**config.mk**
```make
export PLATFORM = sky130hd
export DESIGN_NAME = bavgd_lane
export DESIGN_NICKNAME = d
export VERILOG_FILES = /design/src/design/bavgd_pkg.sv /design/src/design/bavgd_lane.sv
export SDC_FILE = /design/constraint.sdc
export NUM_CORES = 1
export LEC_CHECK = 0
export BUFFER_PORTS_ARGS = -buffer_cell sky130_fd_sc_hd__buf_2
export CORE_MARGIN = 2
export CORE_UTILIZATION = 50
export DETAILED_ROUTE_END_ITERATION = 6
export HOLD_SLACK_MARGIN = 0.02
export PLACE_DENSITY = 0.73
export SKIP_CTS_REPAIR_TIMING = 1
export SLEW_MARGIN = 10
export SYNTH_ARGS = -nofsm -noshare
export SYNTH_HDL_FRONTEND = slang
export SYNTH_SLANG_ARGS = --single-unit
```
**constraint.sdc**
```tcl
create_clock -name clk_i -period 5.4 [get_ports clk_i]
set_input_delay 0.81 -clock clk_i [delete_from_list [all_inputs] [get_ports clk_i]]
set_output_delay 0.81 -clock clk_i [all_outputs]
set_load 0.05 [all_outputs]
```
**src/design/bavgd_pkg.sv**
```systemverilog
package bavgd_pkg;

  // Sample format and block length limits
  localparam int SAMPLE_WIDTH = 32;
  localparam int MAX_FACTOR   = 64;
  localparam int NUM_LANES    = 6;
  localparam int STAMP_WIDTH  = 64;
  localparam int FACTOR_WIDTH = 7;

  // Sum grows by log2 of the longest block; active factor and sample count
  localparam int SUM_WIDTH    = SAMPLE_WIDTH + $clog2(MAX_FACTOR);
  localparam int AF_WIDTH     = $clog2(MAX_FACTOR + 1);
  localparam int DIV_CNT_W    = $clog2(SUM_WIDTH);

  typedef logic signed [SAMPLE_WIDTH-1:0] sample_t;
  typedef logic        [STAMP_WIDTH-1:0]  stamp_t;
  typedef logic        [AF_WIDTH-1:0]     afactor_t;

  // Per-lane control from the sequencer
  typedef struct packed {
    logic acc;   // accept one sample
    logic last;  // sample closes the block: start the divide
    logic clr;   // discard the open block
    logic ack;   // result taken by the output stage
  } lane_ctrl_t;

endpackage

```
**src/design/bavgd_lane.sv**
```systemverilog
module bavgd_lane
  import bavgd_pkg::*;
(
  input  logic       clk_i,
  input  logic       rst_ni,
  input  lane_ctrl_t ctrl_i,
  input  sample_t    sample_i,
  input  afactor_t   factor_i,
  output logic       done_o,
  output sample_t    mean_o
);

  logic signed [SUM_WIDTH-1:0] sum_q;
  logic signed [SUM_WIDTH-1:0] sum_nx;
  logic                        busy_q;
  logic                        done_q;
  logic [DIV_CNT_W-1:0]        cnt_q;

  // divider datapath: magnitude shifts out at the top, quotient in at the bottom
  logic [SUM_WIDTH-1:0]        mag_q;
  logic [AF_WIDTH-1:0]         rem_q;
  logic                        neg_q;
  logic [AF_WIDTH:0]           rem_sh;
  logic                        ge;
  logic [AF_WIDTH-1:0]         rem_nx;

  always_comb begin
    sum_nx = sum_q + SUM_WIDTH'(sample_i);
    rem_sh = {rem_q, mag_q[SUM_WIDTH-1]};
    ge     = (rem_sh >= {1'b0, factor_i});
    if (ge) begin
      rem_nx = AF_WIDTH'(rem_sh - {1'b0, factor_i});
    end else begin
      rem_nx = AF_WIDTH'(rem_sh);
    end
  end

  always_ff @(posedge clk_i or negedge rst_ni) begin
    if (!rst_ni) begin
      sum_q  <= '0;
      busy_q <= 1'b0;
      done_q <= 1'b0;
      cnt_q  <= '0;
    end else begin
      if (ctrl_i.clr) begin
        sum_q <= '0;
      end else if (ctrl_i.acc) begin
        sum_q <= ctrl_i.last ? '0 : sum_nx;
        if (ctrl_i.last) begin
          busy_q <= 1'b1;
          cnt_q  <= DIV_CNT_W'(SUM_WIDTH - 1);
        end
      end
      if (busy_q) begin
        cnt_q <= cnt_q - 1'b1;
        if (cnt_q == '0) begin
          busy_q <= 1'b0;
          done_q <= 1'b1;
        end
      end
      if (ctrl_i.ack) begin
        done_q <= 1'b0;
      end
    end
  end

  always_ff @(posedge clk_i) begin
    if (ctrl_i.acc && ctrl_i.last && !ctrl_i.clr) begin
      neg_q <= sum_nx[SUM_WIDTH-1];
      mag_q <= sum_nx[SUM_WIDTH-1] ? SUM_WIDTH'(-sum_nx) : SUM_WIDTH'(sum_nx);
      rem_q <= '0;
    end else if (busy_q) begin
      mag_q <= {mag_q[SUM_WIDTH-2:0], ge};
      rem_q <= rem_nx;
    end
  end

  // restore sign; quotient always fits the sample width
  assign mean_o = neg_q ? SAMPLE_WIDTH'(SUM_WIDTH'(0) - mag_q) : SAMPLE_WIDTH'(mag_q);
  assign done_o = done_q;

endmodule

```
; ---- Yosys cells after proc, flatten, opt, wreduce, memory -nomap -nowiden
; Index checks and enable logic that the tools add are counted.
[totals]
ff_bits = 92
out_inout_bits = 33
inputBits = 45
[classes]
addsub = 5
order_cmp = 1
muxes = 20
n_eq_ne = 1
reduce_logical = 12
[op_table]
columns = operator, count
row1 = $mux W38, 6
row2 = $add A38 B32 Y38, 1
row3 = $neg A38 Y38, 1
row4 = $mux W32, 1
row5 = $sub A1 B32 Y32 const A, 1
row6 = $mux W6, 4
row7 = $reduce_bool A2 Y1, 6
row8 = $ge A8 B7 Y1, 1
row9 = $mux W1, 8
row10 = $mux W7, 1
row11 = $sub A7 B7 Y7, 1
row12 = $logic_not A6 Y1, 1
row13 = $sub A6 B1 Y6 const B, 1
row14 = $reduce_and A3 Y1, 1
row15 = $logic_and A1 B1 Y1, 2
row16 = $ne A2 B1 Y1 const B, 1
row17 = $reduce_and A2 Y1, 1
row18 = $logic_not A1 Y1, 1

; ---- Depth between registers and ports, before layout
[depth]
depth_word = 5
mapped_depth = 15
depth_no_buf = 14

; ---- Least setup slack after synthesis
; Ideal clock, no wire load.
[synth_timing]
kind = register to output
from = register mag_q[5]
to = output mean_o[26]
t_arrival_ns = 3.806
path_stages_with_launch = 10
slack_ns = 0.784
cell_sequence = edfxtp_1 -> or3_4 -> or3_4 -> or4_4 -> nand2b_4 -> or4_1 -> or4_4 -> or4_4 -> o41ai_2 -> xnor2_1
[synth_via]
elab_chain_len = 2
[synth_rtl]
columns = element, line_no
row1 = start: declaration, bavgd_lane.sv:20  ; logic [SUM_WIDTH-1:0] mag_q;
row2 = start signal: assignment, bavgd_lane.sv:70  ; mag_q <= sum_nx[SUM_WIDTH-1] ? SUM_WIDTH'(-sum_nx) : SUM_WIDTH'(sum_nx);
row3 = start signal: assignment, bavgd_lane.sv:73  ; mag_q <= {mag_q[SUM_WIDTH-2:0], ge};
row4 = $sub A1 B32 Y32, bavgd_lane.sv:79  ; assign mean_o = neg_q ? SAMPLE_WIDTH'(SUM_WIDTH'(0) - mag_q) : SAMPLE_WIDTH'(mag_q);
row5 = $mux W32, bavgd_lane.sv:79
row6 = end: declaration, bavgd_lane.sv:10  ; output sample_t mean_o
; No other way between the ends.

; ---- Worst setup path in the final report
; Ends and elaborated chain as after synthesis.

==> impl_results.md <==
* Ys flop type: dfrtp_1
* Final WL at 19,340 um
* Clock Tree Root: clkbuf_16
* Final Net Count at 1,080
* Ports at 78
* Hold/Removal Path Class: reg -> reg
* Critical R2R Capture: mag_q[36]
* Syn_nets at 1,019
* Tightest Pin Transition at 0.9158 ns
* Synthesized area per cell at 8.293 sq um
* GRT busiest layer: met2
* Post-DP HPWL at 14,550 um
* Cells after synthesis at 924
* Worst hold path depth at 1
* Total core area at 0.01509 sq mm
* Area leader, netlist: edfxtp_1
* Overflow left after global routing at 0
* First-pass GRT wire length at 31,920 um
* Kind of end point of the critical path: output port
* Clock sinks at 92
* R2R Path Start: sum_q[0]
* Die area at 0.01633 sq mm
* Async SR Flop Fraction at 50.00%
* Slew Limit Fails at 0
* Routed Antenna Nets at 0
* Rows at 45
* Required time of the critical path at 4.59 ns
* Total global-route track usage at 24.44%
* GRT met3 Usage at 3.088%
* Flops & latches, synth at 92
* Clk_skew at 0.01000 ns
* Final Hold Vio Count at 0
* Inst Count DP at 1,162
* Worst reg2reg setup slack at 0.82 ns
* Clock buffer count from CTS at 9
* Worst vdd ir at 0.0002851 V
* RSZ-0062 raised after global routing: false
* Worst setup SP type: flip-flop
* CP arrival at 4.27 ns
* Proportion of layout cells with a drive suffix above 1 at 13.54%
* Crit-path leading delay family: simple AND/OR/NAND/NOR gates
* Drt wl/cell at 16.42 um
* Largest net degree at the start of global routing at 79
* YS warnings at 0
* Synth cell count leaders: nand2_1 (125), o21ai_0 (104), xnor2_1 (70), a21oi_1 (69), nor2_1 (69)
* Die X at 127.8 um
* # DRC at 0
* Max_cap viols at 0
* CP bufs+invs at 1
* Crit path kind: reg -> out
* Setup TNS at 0 ns
* Clock latency on the worst-skew pair at 0.36 ns
* Detailed Route Iter0 Violations at 619
* Fillers at 1,382
* Initial antenna violation count at 0
* Synth Cell Area at 0.007662 sq mm
* Core Util, Final at 56.91%
* Most common cell in the netlist: nand2_1
* Synth unique cells at 70
* Min-delay src: cnt_q[5]
* Crit-path slowest cell: or4_4
* Post-synth EDFFs at 39
* Fin Hold WS at 0.4650 ns
* Sequential area share after synthesis at 32.14%
* TritonRoute pass-1 iters at 5
* PortBufs at 77
* Met1 track demand over resource at 35.46%
* Ant diodes at 0
* Power Dens Cells at 450.6 mW/mm^2
* H-tree lvl count at 3
* Fmax at 0.1968 GHz
* Vias per std cell at 5.982
* Post-synth top area share at 15.28%
* Die Y at 127.8 um
* Status: finished clean
* Worst r2r path cells at 14
* Max clock buf depth at 2
* Final setup violation count at 0
* Layout area overhead at 12.07%
* Synth area leaders: edfxtp_1 (15%), dfrtp_1 (15%), xnor2_1 (8.0%)
* Final Non-Filler Cells at 1,178
* Leak Pwr at 3.636 nW
* Routed vias at 7,047
* M2 GR Usage at 37.43%
* Vias in the first global route at 6,324
* Slew headroom at 38.94%
* CP Cell Sequence: or3_4, or3_4, or4_4, nand2b_4, or4_1, or4_4, or4_4, o41ai_2, xnor2_1, buf_2
* Hold Path Sink: cnt_q[5]
* Period minus WS final at 5.081 ns
* Routability Congestion at 0.9018
* Initial Util at 50.78%
* Crit-path max FO at 4
* CTS tree: done
* Clk slew on worst S/H paths at 0.08 ns
* CP peak stage delay at 0.50 ns
* Final cycle utilization of the critical path at 94.10%
* Cell mode on critical path: or4_4
[cells by family (layout without fill, tap and decap cells)]
logic type      Yosys count  count (layout)  synth area share (%)
fa+ha+maj                50              50                 8.361
compound gates          294             294                 23.94
buf+inv                  68             134                 3.380
mux                       5               5                0.6695
flops                    92              92                 32.14
simple gates            318             318                 20.43
xor+xnor                 97              97                 11.09
[final cells by class]
type,instances,area [sq um],area share (%)
timing repair buffer,95,520.5,6.061
clock buffer,9,225.2,2.623
clock inverter,7,106.4,1.239
sequential,92,2462,28.68
multi-input combinational,764,4951,57.66
tap,188,235.2,2.739
inverter,23,86.33,1.005
[through the flow]
| step | worst slack, ns | power (mW) | cell area [sq um] |
|---|---|---|---|
| 2_1_floorplan | 0.7840 | 2.695 | 7662 |
| 3_3_place_gp | 0.4744 | 3.116 | 8255 |
| 3_5_place_dp | 0.3577 | 3.149 | 8255 |
| 4_1_cts | 0.2978 | 3.876 | 8587 |
| 5_1_grt | 0.1096 | 4.116 | 8587 |
| 6_report | 0.3186 | 3.869 | 8587 |
[state kept, by name, indices dropped and copies added (netlist names)]
register	flops
mag_q	38
sum_q	38
rem_q	7
cnt_q	6
busy_q	1
done_o	1
neg_q	1
[routing by layer]
layer	part of all wire, %	wire (um)
met5	0	0
met1	49	9527
met2	44	8445
met3	4.8	936
met4	2.2	435
[cell usage in the layout (no fill, tap or decap), types with 5 or more instances in the layout]
cell and count:
a211oi_1 17, or3_1 5, nand3_1 13, nand3b_1 5, nand2b_1 11, o31ai_1 10, or4_1 8, nor3_1 21
buf_2 77, o211ai_1 10, a22o_1 17, ha_1 48, edfxtp_1 39, dfrtp_1 46, nor4_1 8, xnor2_1 70
buf_4 18, o21ai_0 104, nand4_1 13, nor2_1 67, and2_1 8, clkbuf_16 9, nor2b_1 5, a21o_1 14
a21oi_1 69, inv_1 22, nand2_1 125, a31oi_1 12, dfxtp_1 7, xor2_1 27
[worst max-delay path by stage]
stage / start / end / slack (ns) / cells past startpoint
after floorplan: mag_q[5] / mean_o[26] / 0.78 / 9
after global placement: sample_i[0] / mag_q[34] / 0.47 / 15
after CTS: mag_q[5] / mean_o[28] / 0.30 / 10
after detailed placement: sample_i[0] / mag_q[36] / 0.36 / 15
final: mag_q[5] / mean_o[26] / 0.32 / 10
after global routing: mag_q[5] / mean_o[29] / 0.11 / 10
[power breakdown]
group	switching, mW	leakage, nW	internal (mW)
Sequential	0.247	1.09	1.04
Combinational	1.23	2.39	0.627
Clock	0.311	0.156	0.414
Total	1.79	3.64	2.08
Power figures use the tool's default switching activity.
